$ cat config.mk
export PLATFORM = sky130hd
export DESIGN_NAME = rqnp_ctrl
export DESIGN_NICKNAME = d
export VERILOG_FILES = /design/src/rqnp_pkg.sv /design/src/rqnp_ctrl.sv
export SDC_FILE = /design/constraint.sdc
export NUM_CORES = 1
export LEC_CHECK = 0
export BUFFER_PORTS_ARGS = -buffer_cell sky130_fd_sc_hd__buf_2
export CORE_MARGIN = 4
export CORE_UTILIZATION = 44
export CTS_CLUSTER_SIZE = 16
export DETAILED_ROUTE_END_ITERATION = 16
export HOLD_SLACK_MARGIN = 0.08
export PLACE_DENSITY = 0.61
export SYNTH_ARGS = -nofsm -noshare
export SYNTH_HDL_FRONTEND = slang
export SYNTH_SLANG_ARGS = --single-unit
export TNS_END_PERCENT = 50
$ cat constraint.sdc
create_clock -name clk -period 7.93 [get_ports clk]
set_input_delay 1.586 -clock clk [delete_from_list [all_inputs] [get_ports clk]]
set_output_delay 1.586 -clock clk [all_outputs]
set_load 0.005 [all_outputs]
$ cat src/rqnp_pkg.sv
// ----------------------------------------------------------------------------
// rqnp_pkg
// Shared types, constants, micro-program and edge classification for the
// ray against quad nearest-hit picker.
// ----------------------------------------------------------------------------
package rqnp_pkg;

    // Datapath word: wide enough for 10^6 * (n.d)^2 and every other product.
    localparam int DP_W        = 224;
    localparam int RF_DEPTH    = 32;
    localparam int RA_W        = 5;
    localparam int DIGIT_W     = 8;
    localparam int Q_BITS      = 31;
    localparam int QCNT_W      = 5;
    localparam int PC_W        = 7;
    localparam int MAX_FACES_DEF = 1024;
    localparam int CFG_IDX_W   = 3;

    // Micro-op codes.
    localparam logic [3:0] OP_LDIN  = 4'd0;
    localparam logic [3:0] OP_ADD   = 4'd1;
    localparam logic [3:0] OP_SUB   = 4'd2;
    localparam logic [3:0] OP_MOV   = 4'd3;
    localparam logic [3:0] OP_NEGIF = 4'd4;
    localparam logic [3:0] OP_MUL   = 4'd5;
    localparam logic [3:0] OP_DIV   = 4'd6;
    localparam logic [3:0] OP_KEEP  = 4'd7;

    // Branch codes.
    localparam logic [1:0] BR_NONE = 2'd0;
    localparam logic [1:0] BR_NEG  = 2'd1;
    localparam logic [1:0] BR_ZERO = 2'd2;
    localparam logic [1:0] BR_END  = 2'd3;

    // Configuration register indexes.
    localparam logic [CFG_IDX_W-1:0] CFG_ORIGIN_X = 3'd0;
    localparam logic [CFG_IDX_W-1:0] CFG_ORIGIN_Y = 3'd1;
    localparam logic [CFG_IDX_W-1:0] CFG_ORIGIN_Z = 3'd2;
    localparam logic [CFG_IDX_W-1:0] CFG_DIR_X    = 3'd3;
    localparam logic [CFG_IDX_W-1:0] CFG_DIR_Y    = 3'd4;
    localparam logic [CFG_IDX_W-1:0] CFG_DIR_Z    = 3'd5;

    // Register file slots. The first sixteen are loaded by OP_LDIN.
    localparam logic [RA_W-1:0] R_E1X  = 5'd0;
    localparam logic [RA_W-1:0] R_E1Y  = 5'd1;
    localparam logic [RA_W-1:0] R_E1Z  = 5'd2;
    localparam logic [RA_W-1:0] R_E2X  = 5'd3;
    localparam logic [RA_W-1:0] R_E2Y  = 5'd4;
    localparam logic [RA_W-1:0] R_E2Z  = 5'd5;
    localparam logic [RA_W-1:0] R_WX   = 5'd6;
    localparam logic [RA_W-1:0] R_WY   = 5'd7;
    localparam logic [RA_W-1:0] R_WZ   = 5'd8;
    localparam logic [RA_W-1:0] R_DX   = 5'd9;
    localparam logic [RA_W-1:0] R_DY   = 5'd10;
    localparam logic [RA_W-1:0] R_DZ   = 5'd11;
    localparam logic [RA_W-1:0] R_K1E6 = 5'd12;
    localparam logic [RA_W-1:0] R_K100 = 5'd13;
    localparam logic [RA_W-1:0] R_K64K = 5'd14;
    localparam logic [RA_W-1:0] R_K2P32 = 5'd15;
    localparam logic [RA_W-1:0] R_NX   = 5'd16;
    localparam logic [RA_W-1:0] R_NY   = 5'd17;
    localparam logic [RA_W-1:0] R_NZ   = 5'd18;
    localparam logic [RA_W-1:0] R_DN   = 5'd19;
    localparam logic [RA_W-1:0] R_NW   = 5'd20;
    localparam logic [RA_W-1:0] R_NN   = 5'd21;
    localparam logic [RA_W-1:0] R_T0   = 5'd22;
    localparam logic [RA_W-1:0] R_T1   = 5'd23;
    localparam logic [RA_W-1:0] R_T2   = 5'd24;
    localparam logic [RA_W-1:0] R_S    = 5'd25;
    localparam logic [RA_W-1:0] R_LIM  = 5'd26;

    // Quotient destinations of OP_DIV.
    localparam logic [RA_W-1:0] Q_U = 5'd0;
    localparam logic [RA_W-1:0] Q_V = 5'd1;
    localparam logic [RA_W-1:0] Q_T = 5'd2;

    localparam int LDIN_COUNT = 16;
    localparam int PC_SIDE    = 49;
    localparam int SIDE_LEN   = 22;
    localparam int PC_TAIL    = PC_SIDE + 2 * SIDE_LEN;

    typedef struct packed {
        logic [3:0]      op;
        logic [RA_W-1:0] dst;
        logic [RA_W-1:0] a;
        logic [RA_W-1:0] b;
        logic [1:0]      br;
    } uop_t;

    typedef struct packed {
        logic capture;
        logic go;
        logic emit;
        uop_t uop;
    } cmd_t;

    typedef struct packed {
        logic done;
        logic neg;
        logic zero;
    } sts_t;

    function automatic uop_t mk(input logic [3:0] op, input logic [RA_W-1:0] dst,
                                input logic [RA_W-1:0] a, input logic [RA_W-1:0] b,
                                input logic [1:0] br);
        uop_t u;
        u.op  = op;
        u.dst = dst;
        u.a   = a;
        u.b   = b;
        u.br  = br;
        return u;
    endfunction

    // Micro-program: plane normal, parallel and distance tests, the two side
    // tests with their normalized coordinates, the distance, then the keep.
    function automatic uop_t uop_at(input logic [PC_W-1:0] pc);
        logic [PC_W-1:0] k;
        logic            sel_v;
        logic [RA_W-1:0] ex;
        logic [RA_W-1:0] ey;
        logic [RA_W-1:0] ez;
        logic [RA_W-1:0] qd;
        uop_t            u;
        k     = '0;
        sel_v = 1'b0;
        u     = mk(OP_KEEP, R_T0, R_T0, R_T0, BR_END);
        if (pc < PC_W'(LDIN_COUNT)) begin
            u = mk(OP_LDIN, pc[RA_W-1:0], pc[RA_W-1:0], pc[RA_W-1:0], BR_NONE);
        end
        else if (pc >= PC_W'(PC_SIDE) && pc < PC_W'(PC_TAIL)) begin
            k = pc - PC_W'(PC_SIDE);
            sel_v = (k >= PC_W'(SIDE_LEN));
            if (sel_v) begin
                k = k - PC_W'(SIDE_LEN);
            end
            ex = sel_v ? R_E2X : R_E1X;
            ey = sel_v ? R_E2Y : R_E1Y;
            ez = sel_v ? R_E2Z : R_E1Z;
            qd = sel_v ? Q_V : Q_U;
            unique case (k)
                7'd0:    u = mk(OP_MUL, R_T1, R_DX, ex, BR_NONE);
                7'd1:    u = mk(OP_MUL, R_T0, R_DY, ey, BR_NONE);
                7'd2:    u = mk(OP_ADD, R_T1, R_T1, R_T0, BR_NONE);
                7'd3:    u = mk(OP_MUL, R_T0, R_DZ, ez, BR_NONE);
                7'd4:    u = mk(OP_ADD, R_T1, R_T1, R_T0, BR_NONE);
                7'd5:    u = mk(OP_MUL, R_T2, R_WX, ex, BR_NONE);
                7'd6:    u = mk(OP_MUL, R_T0, R_WY, ey, BR_NONE);
                7'd7:    u = mk(OP_ADD, R_T2, R_T2, R_T0, BR_NONE);
                7'd8:    u = mk(OP_MUL, R_T0, R_WZ, ez, BR_NONE);
                7'd9:    u = mk(OP_ADD, R_T2, R_T2, R_T0, BR_NONE);
                7'd10:   u = mk(OP_MUL, R_S, R_NW, R_T1, BR_NONE);
                7'd11:   u = mk(OP_MUL, R_T0, R_DN, R_T2, BR_NONE);
                7'd12:   u = mk(OP_SUB, R_S, R_S, R_T0, BR_NEG);
                7'd13:   u = mk(OP_MUL, R_T1, ex, ex, BR_NONE);
                7'd14:   u = mk(OP_MUL, R_T0, ey, ey, BR_NONE);
                7'd15:   u = mk(OP_ADD, R_T1, R_T1, R_T0, BR_NONE);
                7'd16:   u = mk(OP_MUL, R_T0, ez, ez, BR_NONE);
                7'd17:   u = mk(OP_ADD, R_T1, R_T1, R_T0, BR_NONE);
                7'd18:   u = mk(OP_MUL, R_LIM, R_DN, R_T1, BR_NONE);
                7'd19:   u = mk(OP_SUB, R_T0, R_LIM, R_S, BR_NEG);
                7'd20:   u = mk(OP_MUL, R_S, R_S, R_K64K, BR_NONE);
                7'd21:   u = mk(OP_DIV, qd, R_S, R_LIM, BR_NONE);
                default: u = mk(OP_KEEP, R_T0, R_T0, R_T0, BR_END);
            endcase
        end
        else begin
            unique case (pc)
                7'd16:   u = mk(OP_MUL, R_NX, R_E1Y, R_E2Z, BR_NONE);
                7'd17:   u = mk(OP_MUL, R_T0, R_E1Z, R_E2Y, BR_NONE);
                7'd18:   u = mk(OP_SUB, R_NX, R_NX, R_T0, BR_NONE);
                7'd19:   u = mk(OP_MUL, R_NY, R_E1Z, R_E2X, BR_NONE);
                7'd20:   u = mk(OP_MUL, R_T0, R_E1X, R_E2Z, BR_NONE);
                7'd21:   u = mk(OP_SUB, R_NY, R_NY, R_T0, BR_NONE);
                7'd22:   u = mk(OP_MUL, R_NZ, R_E1X, R_E2Y, BR_NONE);
                7'd23:   u = mk(OP_MUL, R_T0, R_E1Y, R_E2X, BR_NONE);
                7'd24:   u = mk(OP_SUB, R_NZ, R_NZ, R_T0, BR_NONE);
                7'd25:   u = mk(OP_MUL, R_DN, R_NX, R_DX, BR_NONE);
                7'd26:   u = mk(OP_MUL, R_T0, R_NY, R_DY, BR_NONE);
                7'd27:   u = mk(OP_ADD, R_DN, R_DN, R_T0, BR_NONE);
                7'd28:   u = mk(OP_MUL, R_T0, R_NZ, R_DZ, BR_NONE);
                7'd29:   u = mk(OP_ADD, R_DN, R_DN, R_T0, BR_ZERO);
                7'd30:   u = mk(OP_MUL, R_NW, R_NX, R_WX, BR_NONE);
                7'd31:   u = mk(OP_MUL, R_T0, R_NY, R_WY, BR_NONE);
                7'd32:   u = mk(OP_ADD, R_NW, R_NW, R_T0, BR_NONE);
                7'd33:   u = mk(OP_MUL, R_T0, R_NZ, R_WZ, BR_NONE);
                7'd34:   u = mk(OP_ADD, R_NW, R_NW, R_T0, BR_NONE);
                7'd35:   u = mk(OP_MUL, R_NN, R_NX, R_NX, BR_NONE);
                7'd36:   u = mk(OP_MUL, R_T0, R_NY, R_NY, BR_NONE);
                7'd37:   u = mk(OP_ADD, R_NN, R_NN, R_T0, BR_NONE);
                7'd38:   u = mk(OP_MUL, R_T0, R_NZ, R_NZ, BR_NONE);
                7'd39:   u = mk(OP_ADD, R_NN, R_NN, R_T0, BR_NONE);
                7'd40:   u = mk(OP_MUL, R_T0, R_DN, R_DN, BR_NONE);
                7'd41:   u = mk(OP_MUL, R_T0, R_T0, R_K1E6, BR_NONE);
                7'd42:   u = mk(OP_MUL, R_T1, R_NN, R_K2P32, BR_NONE);
                7'd43:   u = mk(OP_SUB, R_T0, R_T0, R_T1, BR_NEG);
                7'd44:   u = mk(OP_MOV, R_T1, R_DN, R_DN, BR_NONE);
                7'd45:   u = mk(OP_NEGIF, R_DN, R_DN, R_DN, BR_NONE);
                7'd46:   u = mk(OP_NEGIF, R_NW, R_NW, R_NW, BR_NONE);
                7'd47:   u = mk(OP_MUL, R_T0, R_NW, R_K100, BR_NONE);
                7'd48:   u = mk(OP_SUB, R_T0, R_T0, R_DN, BR_NEG);
                7'd93:   u = mk(OP_MUL, R_T0, R_NW, R_K64K, BR_NONE);
                7'd94:   u = mk(OP_DIV, Q_T, R_T0, R_DN, BR_NONE);
                default: u = mk(OP_KEEP, R_T0, R_T0, R_T0, BR_END);
            endcase
        end
        return u;
    endfunction

    // Nearest edge from the diagonal split of the unit square.
    function automatic logic [1:0] edge_of(input logic [16:0] u, input logic [16:0] v);
        logic [17:0] one_m_u;
        logic [17:0] one_m_v;
        logic [1:0]  e;
        one_m_u = 18'd65536 - {1'b0, u};
        one_m_v = 18'd65536 - {1'b0, v};
        if (u < 17'd32768) begin
            if (v < u)                      e = 2'd0;
            else if (v < 17'd32768)         e = 2'd3;
            else if ({1'b0, u} < one_m_v)   e = 2'd3;
            else                            e = 2'd2;
        end
        else begin
            if ({1'b0, v} < one_m_u)        e = 2'd0;
            else if (v < 17'd32768)         e = 2'd1;
            else if (v < u)                 e = 2'd1;
            else                            e = 2'd2;
        end
        return e;
    endfunction

endpackage

$ cat src/rqnp_ctrl.sv
// ----------------------------------------------------------------------------
// rqnp_ctrl
// Sequencer: accepts faces, counts them per set, steps the micro-program and
// requests the result when the last face of a set is done.
// ----------------------------------------------------------------------------
module rqnp_ctrl #(
    parameter int MAX_FACES = rqnp_pkg::MAX_FACES_DEF
) (
    input  logic           clk,
    input  logic           rst_n,
    input  logic           start,
    input  logic           last_face,
    output logic           busy,
    output rqnp_pkg::cmd_t cmd,
    input  rqnp_pkg::sts_t sts
);
    import rqnp_pkg::*;

    localparam int CNT_W = $clog2(MAX_FACES + 1);

    localparam logic [1:0] C_IDLE  = 2'd0;
    localparam logic [1:0] C_ISSUE = 2'd1;
    localparam logic [1:0] C_WAIT  = 2'd2;
    localparam logic [1:0] C_EMIT  = 2'd3;

    logic [1:0]       state_reg, state_next;
    logic [PC_W-1:0]  pc_reg, pc_next;
    logic [CNT_W-1:0] count_reg, count_next;
    logic             last_reg, last_next;
    uop_t             uop;
    logic             stop;

    assign uop  = uop_at(pc_reg);
    assign busy = (state_reg != C_IDLE);

    assign stop = (uop.br == BR_END) || (uop.br == BR_NEG && sts.neg) ||
                  (uop.br == BR_ZERO && sts.zero);

    always_comb begin
        cmd.capture = start && (state_reg == C_IDLE);
        cmd.go      = (state_reg == C_ISSUE);
        cmd.emit    = (state_reg == C_EMIT);
        cmd.uop     = uop;
    end

    always_comb begin
        state_next = state_reg;
        pc_next    = pc_reg;
        count_next = count_reg;
        last_next  = last_reg;
        unique case (state_reg)
            C_IDLE: begin
                if (start) begin
                    last_next = last_face;
                    if (count_reg < CNT_W'(MAX_FACES)) begin
                        count_next = count_reg + 1'b1;
                        pc_next    = '0;
                        state_next = C_ISSUE;
                    end
                    else if (last_face) begin
                        state_next = C_EMIT;
                    end
                end
            end
            C_ISSUE: begin
                state_next = C_WAIT;
            end
            C_WAIT: begin
                if (sts.done) begin
                    if (stop) begin
                        state_next = last_reg ? C_EMIT : C_IDLE;
                    end
                    else begin
                        pc_next    = pc_reg + 1'b1;
                        state_next = C_ISSUE;
                    end
                end
            end
            C_EMIT: begin
                count_next = '0;
                state_next = C_IDLE;
            end
            default: state_next = C_IDLE;
        endcase
    end

    always_ff @(posedge clk or negedge rst_n) begin
        if (!rst_n) begin
            state_reg <= C_IDLE;
            pc_reg    <= '0;
            count_reg <= '0;
            last_reg  <= 1'b0;
        end
        else begin
            state_reg <= state_next;
            pc_reg    <= pc_next;
            count_reg <= count_next;
            last_reg  <= last_next;
        end
    end

endmodule

======== After elaboration in Yosys (flattened, before gate mapping) ========
Memories as Yosys holds them, arrays and structs flattened.
Index checks and enable logic that the tools add are counted.
word-level totals
  bits in registers ....................... 21
  bits in latches ......................... 0
  RAM bits ................................ 0
  memory bits (read-only) ................. 2304
  bits of input ports ..................... 7
  word-level logic and storage cells ...... 88
  memories ................................ 1
cells by class
  $add $sub $neg .......................... 4
  multiply operators ...................... 0
  div/mod/pow operators ................... 0
  $lt $le $gt $ge ......................... 5
  equality and inequality tests ........... 32
  shifts and indexed selects .............. 0
  mux-type cells .......................... 25
  bitwise logic cells ..................... 0
  reductions and logical operators ........ 17
memory list
  memory            depth  width  rd ports  clocked after memory_dff  write ports  RTL line         RTL
  (name not given)  128    18     1         0                         0            rqnp_pkg.sv:168  unique case (pc)
operators by type and width
  cell                     count
  $pmux W20 S18            1
  $eq A7 B4 Y1 const B     8
  $mux W7                  7
  $eq A7 B5 Y1 const B     6
  $mux W21                 2
  $eq A7 B3 Y1 const B     4
  $mux W11                 2
  $pmux W11 S2             1
  $eq A7 B2 Y1 const B     2
  $mux W2                  7
  $pmux W7 S2              1
  $add A11 B1 Y11 const B  1
  $lt A11 B11 Y1 const B   1
  $eq A2 B2 Y1 const B     4
  $pmux W2 S4              1
  $add A7 B1 Y7 const B    1
  $eq A7 B1 Y1 const B     1
  $ge A7 B5 Y1 const B     1
  $ge A7 B6 Y1 const B     1
  $logic_not A7 Y1         1
  $lt A7 B5 Y1 const B     1
  $lt A7 B7 Y1 const B     1
  $sub A7 B5 Y7 const B    1
  $sub A7 B6 Y7 const B    1
  15 further kinds         26

======== Longest topological paths before layout ========
Gate-level depths: netlist of the first run.
  depth after elaboration ................. 17
  gate-level depth with buffers ........... 19
  gate-level depth less buffers ........... 15

======== Worst setup path before layout of the first run ========
No wires, ideal clock.
  path type ............................... flip-flop to output port
  start ................................... register pc_reg[0]
  end ..................................... output port cmd[11] (netlist bit)
  data arrival time ....................... 4.695 ns
  data required time ...................... 6.344 ns
  path slack .............................. 1.649 ns
  stages on the path, launching flop included .. 19
  cells stage by stage .................... dfrtp_1 > clkbuf_1 > inv_1 > clkbuf_1 > ha_1 > ha_1 > inv_1 > ha_1 > nor4_1 > o211a_1 > buf_6 > buf_6 > mux2i_1 > a21oi_1 > o31ai_1 > nor4bb_4 > a21oi_1 > and2_4 > a311oi_1
RTL lines
  element                   RTL line         RTL
  start: declaration        rqnp_ctrl.sv:27  logic [PC_W-1:0] pc_reg, pc_next;
  start signal: assignment  rqnp_ctrl.sv:96  pc_reg <= pc_next;
  end: declaration          rqnp_ctrl.sv:14  output rqnp_pkg::cmd_t cmd,

==> run summary, run 1 <==
The first global-routing pass estimated 21100 um of wire. TritonCTS built the clock tree. The share of flip-flops with an asynchronous set or reset after synthesis is 1.00. The initial antenna violation count was 0.

The number of buffers on the longest clock path was 2; the global-route met3 utilization was 0.0255. The logs give 0.000699 W for the switching power of the nets and 544 for the gate count of the mapped netlist. The number of buffers inserted by hold repair at cts came out at 0.

0 antenna diodes ended up in the layout. The portion of the clock cycle consumed by the worst path in the final layout is 0.934, and the total number of clock tree sinks is 21. Yosys attributes the largest share of cell area to sky130_fd_sc_hd__dfrtp_1 (14%), sky130_fd_sc_hd__a21oi_1 (6.8%), sky130_fd_sc_hd__nand2_1 (6.1%).

Yosys mapped a number of flops with a built-in enable equal to 0. The share of layout cells above drive strength 1 was 0.131. The average size of a mapped cell was 7.03 um^2; the horizontal die dimension was 101 um.

The largest area contributor in the netlist is sky130_fd_sc_hd__dfrtp_1. The routed layout has 4394 vias. The flow ran to the end, and the final reports show no timing, DRC or antenna violations. The critical path goes through inv_1, ha_1, ha_1, inv_1, ha_1, nor4_1, o211a_1, a2bb2oi_1, a2111oi_2, a211oi_2, nor4bb_4, a21o_1, nor2_1, a211oi_1, buf_2.

In the final timing run, aggregate negative setup slack is 0 ns. The count of pins over their slew limit is 0, and the remaining design rule violation count is 0. The number of warnings issued by yosys was 0. For the setup slack after placement, the log shows 0.747 ns. sky130_fd_sc_hd__nand2_1 is the most common cell in the netlist.

The logs give 0.806 for the combinational cell fraction of total power and 0 for the count of final hold-check violations. The number of buffers added on ports was 30; the wire length reported by the detailed router was 13000 um. In the routed layout, each cell is associated on average with a via count of 6.78. For the initial standard-cell utilization of the core, the log shows 0.458. The kind of capture point of the worst setup path is a primary output. The part of the Yosys area used for sequential elements is 0.137, and the power per cell area is 289 nW/um^2.

Total power for the finished layout comes to 0.00116 W. The post-synthesis instance area is 3820 um^2, and the violation count after the first detailed-routing iteration is 557. For the iteration count of the initial detailed-routing pass, the log shows 5. The count of non-filler cells in the finished layout came out at 648. The layout overhead on the synthesized area works out to 4.81%. The share of total power consumed by net switching came out at 0.605. The logs give 3040 um^2 for the area taken by multi-input logic gates and 32 for the number of primary I/O pins.

The largest single stage delay on the critical path is 0.62 ns. Detailed placement ended at an HPWL of 9460 um. The tools report the maximum achievable frequency as 135 MHz. For the cell area after layout, the log shows 4010 um^2. Data on the critical path is required at its endpoint by 6.34 ns. The vertical die dimension is 101 um. For this run, the leading register cell type out of synthesis is sky130_fd_sc_hd__dfrtp_1. The number of flip-flops in the largest register is 11, and the number of rows created at floorplan is 33.

The die covers 10200 um^2. The run gives 0.184 mV as the largest vdd supply drop. For the number of distinct library cells after synthesis, the log shows 87.

The tightest min-delay check is of the reg -> reg type. The type of the worst setup path was reg -> out. The most numerous cell type found on the critical path is sky130_fd_sc_hd__ha_1. The via count of the first global-routing pass came out at 4059. After floorplanning, the core was sized to cover 8340 um^2. The run gives 853 as the count of fill cells added during filler insertion. Clock latency of the later-clocked register in the worst-skew pair: 0.26 ns.

The synthesized design contains 21 register bits. For this design, the slowest cell found on the critical path is sky130_fd_sc_hd__dfrtp_2. The worst setup path is launched from a flop. Entering global routing, the biggest net connects 53 pins.

In the final design database the tool counted 566 nets. The net count after synthesis is 566. The tools report the register share of total power as 0.133. The area of placed instances was 3960 um^2; the largest fanout on the critical path was 19. The commonest cells after synthesis are sky130_fd_sc_hd__nand2_1 (62), sky130_fd_sc_hd__a21oi_1 (52), sky130_fd_sc_hd__nor2_1 (52).

On the final layout, the worst clock skew is 0.00584 ns. The root buffer cell chosen for the clock tree is sky130_fd_sc_hd__clkbuf_8. The count of nets left with antenna violations after detail routing is 0, and the post-detailed-route wirelength per cell is 20.1 um. Setup violations remaining at the end of the flow were counted as 0. Total global-route track usage: 0.251. The CTS buffer count is 3, and the pin slew with the least headroom to its limit is 1.10 ns. The share of Yosys cell area claimed by the top area cell type came out at 0.137. For this design the static power due to leakage is 1.61 nW.

After global routing the overflow that remains totals 0. Max-slew headroom at the worst pin: 0.263. The clock period could shrink to 7.40 ns. Setup repair after global routing left no endpoint under its margin. For the met2 capacity usage during global routing, the log shows 0.384. Max-cap violations in this run came to 0. Registers take 528 um^2. The maximum level of the CTS H-tree was 1; the proportion of power drawn by the clock network was 0.061.

The number of placed instances, taps included was 644; the clock transition at the registers of the reported paths was 0.08 ns. For the number of setup buffers added after CTS, the log shows 0. The layer flagged by global routing as most heavily used is met2.

The logs give 0.368 for the met1 track utilization from global routing and 5.82 ns for the data arrival time of the critical path. Routability-driven placement finished with a final weighted congestion of 1.04. Cell internal power was estimated by the tool at 0.000457 W.

Setup slack closes at 0.527 ns.
[final timing paths]
path	startpoint	to	slack, ns	depth (start not counted)
setup / recovery	pc_reg[1]$_DFFE_PN0P_	cmd[19]	0.53	15
hold / removal	count_reg[0]$_DFFE_PN0P_	count_reg[0]$_DFFE_PN0P_	0.53	1
setup reg to reg	pc_reg[1]$_DFFE_PN0P_	pc_reg[4]$_DFFE_PN0P_	1.96	14
hold reg to reg	count_reg[0]$_DFFE_PN0P_	count_reg[0]$_DFFE_PN0P_	0.53	1
max in group asynchronous	rst_n	pc_reg[1]$_DFFE_PN0P_	6.31	1
min in group asynchronous	rst_n	pc_reg[5]$_DFFE_PN0P_	1.27	1
[area by class of cell]
class | instances | area share
inverter | 13 | 0.0122
clock buffer | 3 | 0.0103
sequential | 21 | 0.132
clock inverter | 1 | 0.00187
timing repair buffer | 38 | 0.0525
tap | 105 | 0.0328
multi-input combinational | 467 | 0.759
[routing by layer]
layer  share of wire  vias to the layer above
met5               0                        -
met4           0.024                        0
met3           0.089                       36
met2            0.44                      276
met1            0.45                     2024
li1                -                     2058
[critical path: cells and delay by family (launching register included)]
kind / cells / cell delay, ns
compound gates: 6 / 2.19
fa+ha+maj: 3 / 1.16
buf+inv: 3 / 0.56
flops: 1 / 0.62
simple gates: 3 / 1.03
[kinds of logic (layout without fill, tap and decap cells)]
family / after synthesis / count (layout) / share of synthesized area
other cells: 1 / 1 / 0.000981
compound gates: 212 / 212 / 0.384
flops: 21 / 21 / 0.137
mux: 15 / 15 / 0.0432
buf+inv: 56 / 55 / 0.0674
xor+xnor: 12 / 12 / 0.0334
fa+ha+maj: 16 / 16 / 0.0517
simple gates: 211 / 211 / 0.282
[placed cells by master, fill, tap and decap left out, drive strengths merged, types with 4 or more instances in the layout]
cell	instances
o31ai	4
ha	15
o211ai	12
inv	13
a2111oi	6
nor4	5
nor3	15
dfrtp	21
o21ai	48
xor2	6
xnor2	6
buf	38
a31o	4
nor2	52
a211o	5
nor2b	8
a221oi	4
nand2	62
and3	12
a211oi	10
a21o	4
a22oi	8
nand2b	4
a21oi	52
nand4	8
a31oi	11
or3	5
mux2i	12
nand3	16
and2	7
a311oi	5
or4	4
[per-stage QoR]
step,util,hold slack (ns)
4_1_cts,0.480,0.539
2_1_floorplan,-,0.489
6_report,0.480,0.535
3_5_place_dp,0.474,0.521
3_3_place_gp,0.474,0.513
5_1_grt,0.480,0.564
[power by group through the flow]
| stage | Clock [W] | Sequential, W | Combinational, W |
|---|---|---|---|
| final | 0.0000711 | 0.000154 | 0.000932 |
| after global routing | 0.0000790 | 0.000158 | 0.00101 |
| after CTS | 0.0000731 | 0.000153 | 0.000898 |
| after detailed placement | 0 | 0.000155 | 0.000892 |
| after global placement | 0 | 0.000154 | 0.000894 |
| after floorplan | 0 | 0.000151 | 0.000670 |
[what timing repair did]
action,in CTS,in global routing
gates resized for setup,0,1
endpoints found under the setup margin,0,2
hold endpoints to repair,0,0
Power figures use the tool's default switching activity.
==> inputs of run 2 (changes only) <==
==> constraint.sdc (replaced) <==
create_clock -name clk -period 7.93 [get_ports clk]
set_input_delay 1.586 -clock clk [delete_from_list [all_inputs] [get_ports clk]]
set_output_delay 1.586 -clock clk [all_outputs]
set_load 0.02 [all_outputs]
==> run 2 against run 1 <==
Critical endpoint unchanged. Final cell count up 0.15%. Largest power group unchanged. Clock power up 2%. Register-to-register slack improved by 0.03 ns.
==> run summary, run 2 (synthesis gave the netlist of run 1 again) <==
The run finished with clean final reports. The maximum level of the CTS H-tree is 1. In this run the deepest clock path goes through 2 buffers.

The most common library cell in the layout ignoring fill and taps was sky130_fd_sc_hd__nand2_1. Counting the buffers created by CTS gives 3. The power per cell area is 295 nW/um^2, and the core utilization of the finished layout is 0.481. The logs give 0.00928 ns for the worst clock skew and 52 for the pin count of the biggest net entering global routing. Setup repair after global routing left no endpoint under its margin. The initial antenna violation count was 0; the largest fanout on the critical path was 19. For the pin with the worst max-slew slack, the measured transition is 1.08 ns. The root buffer selected by CTS was sky130_fd_sc_hd__clkbuf_8.

The analysis attributes to cell leakage a power of 1.62 nW. Number of vias per cell after detailed routing: 6.84. TritonCTS built the clock tree. The iteration count of the initial detailed-routing pass was 6. The required time at the worst-slack endpoint came out at 6.34 ns. STA classifies the critical path startpoint as a flop.

The final route contains 4437 vias. The share of layout cells above drive strength 1 was 0.132; the count of final hold-check violations was 0. The initial standard-cell utilization of the core was 0.458.

The tightest min-delay check is of the reg -> reg type. Max-cap violations in this run came to 0. For the final routed database, the setup TNS stands at 0 ns.

The portion of the clock cycle consumed by the worst path in the final layout works out to 0.941. Input and output buffers added on the ports amount to 30. At the end of the flow, the number of nets in the layout was 567. The critical path is of the reg -> out type. Leaving out fill and tap cells, the most frequent cells in the layout are sky130_fd_sc_hd__nand2_1 (62), sky130_fd_sc_hd__a21oi_1 (52), sky130_fd_sc_hd__nor2_1 (52). Setup violations remaining at the end of the flow were counted as 0. The tools report the total number of clock tree sinks as 21.

The worst-case IR drop observed on VDD is 0.161 mV. Routability-driven placement finished with a final weighted congestion of 0.993. After the first detailed-routing iteration, the DRC count stood at 510.

The startpoint identified for the worst register-to-register timing path is pc_reg[1]$_DFFE_PN0P_. 0 antenna diodes ended up in the layout. The floorplan die area was 10200 um^2; the core box area was 8340 um^2. The max-slew headroom at the worst pin is 0.275, and the post-layout minimum cycle time is 7.46 ns. The total global-route track usage was 0.256. The logs give 0 for the count of pins over their slew limit and 0.00119 W for the total power. At the later pin of the worst-skew pair, clock insertion delay measures 0.27 ns. Timing would allow up to 134 MHz. After clock tree synthesis, the clock-pin slew on the worst setup and hold paths is 0.07 ns. The final global-route overflow total is 0. The launch point of the worst hold path was last_reg$_DFFE_PN0P_.

The final layout contains routed wiring with a total length of 13200 um. The initialized floorplan defines 33 standard-cell rows. The half-perimeter wire length of the detailed placement result was 9730 um; the data arrival time of the critical path was 5.87 ns. The via count of the first global-routing pass was 4101; the number of flip-flops in the largest register was 11. In the routed design, unresolved DRC markers number 0. Vertical die dimension: 101 um. The area growth from synthesis to layout is 5.01%.

In the final routed layout, each cell accounts on average for 20.3 um. During I/O placement, the number of pins put on the boundary was 32. Buffers inserted to repair hold after CTS numbered 0.

The first global-routing pass estimated 21400 um of wire. The die is 101 um wide. Tracing the worst setup path back leads to its startpoint at pc_reg[1]$_DFFE_PN0P_. The count of nets left with antenna violations after detail routing is 0.

STA classifies the critical path endpoint as a primary output.
run 2: changes by cell type in the layout (fill, tap and decap cells not counted):
cell | previous run | this run
sky130_fd_sc_hd__buf_4 | 8 | 9
run 2: worst paths after layout:
| check | end | slack [ns] | cells after the start |
|---|---|---|---|
| hold reg to reg | last_reg$_DFFE_PN0P_ | 0.53 | 1 |
| setup / recovery | cmd[19] | 0.47 | 15 |
| setup reg to reg | pc_reg[4]$_DFFE_PN0P_ | 1.99 | 14 |
| min in group asynchronous | pc_reg[5]$_DFFE_PN0P_ | 1.27 | 1 |
| hold / removal | last_reg$_DFFE_PN0P_ | 0.53 | 1 |
| max in group asynchronous | pc_reg[1]$_DFFE_PN0P_ | 6.31 | 1 |
run 2: critical path: stages (launching register included):
cell and delay, ns:
sky130_fd_sc_hd__dfrtp_2 0.63, sky130_fd_sc_hd__inv_1 0.26, sky130_fd_sc_hd__ha_1 0.38, sky130_fd_sc_hd__ha_1 0.48, sky130_fd_sc_hd__inv_1 0.17, sky130_fd_sc_hd__ha_1 0.31, sky130_fd_sc_hd__nor4_1 0.51, sky130_fd_sc_hd__o211a_1 0.62
sky130_fd_sc_hd__a2bb2oi_1 0.41, sky130_fd_sc_hd__a2111oi_2 0.11, sky130_fd_sc_hd__a211oi_2 0.41, sky130_fd_sc_hd__nor4bb_4 0.37, sky130_fd_sc_hd__a21o_1 0.36, sky130_fd_sc_hd__nor2_1 0.14, sky130_fd_sc_hd__a211oi_1 0.24, sky130_fd_sc_hd__buf_2 0.21
run 2: where the power goes:
group	switching [W]	internal (W)
clock network	0.0000371	0.0000355
registers	0.0000276	0.000127
logic	0.000660	0.000299
total	0.000724	0.000461
run 2: routing by layer:
layer  part of all wire  vias to the layer above  track usage
met5                  0                        -            0
met4              0.033                        0       0.0890
met3              0.093                       48       0.0393
met2               0.44                      260        0.395
met1               0.44                     2055        0.363
li1                   -                     2074            -
run 2: timing repair:
item                                    4_1_cts  5_1_grt
endpoints found under the hold margin         0        0
endpoints found under the setup margin        0       10
resized for setup                             0        1
setup buffers                                 0        0
run 2: layout make-up:
type                       count  area [um^2]
multi-input combinational    467         3040
tap                          105          131
inverter                      13         48.8
fill                         871         4330
timing repair buffer          39          218
sequential                    21          528
clock buffer                   3         41.3
clock inverter                 1         7.51
run 2: per-stage QoR:
step | worst slack, ns | area (um^2) | instances | hold WS, ns
after global routing | 0.143 | 4010 | 649 | 0.558
after detailed placement | 0.615 | 3960 | 645 | 0.519
after CTS | 0.302 | 4010 | 649 | 0.532
after global placement | 0.909 | 3960 | 645 | 0.510
final | 0.471 | 4010 | 649 | 0.530
after floorplan | 1.30 | 3820 | 544 | 0.489
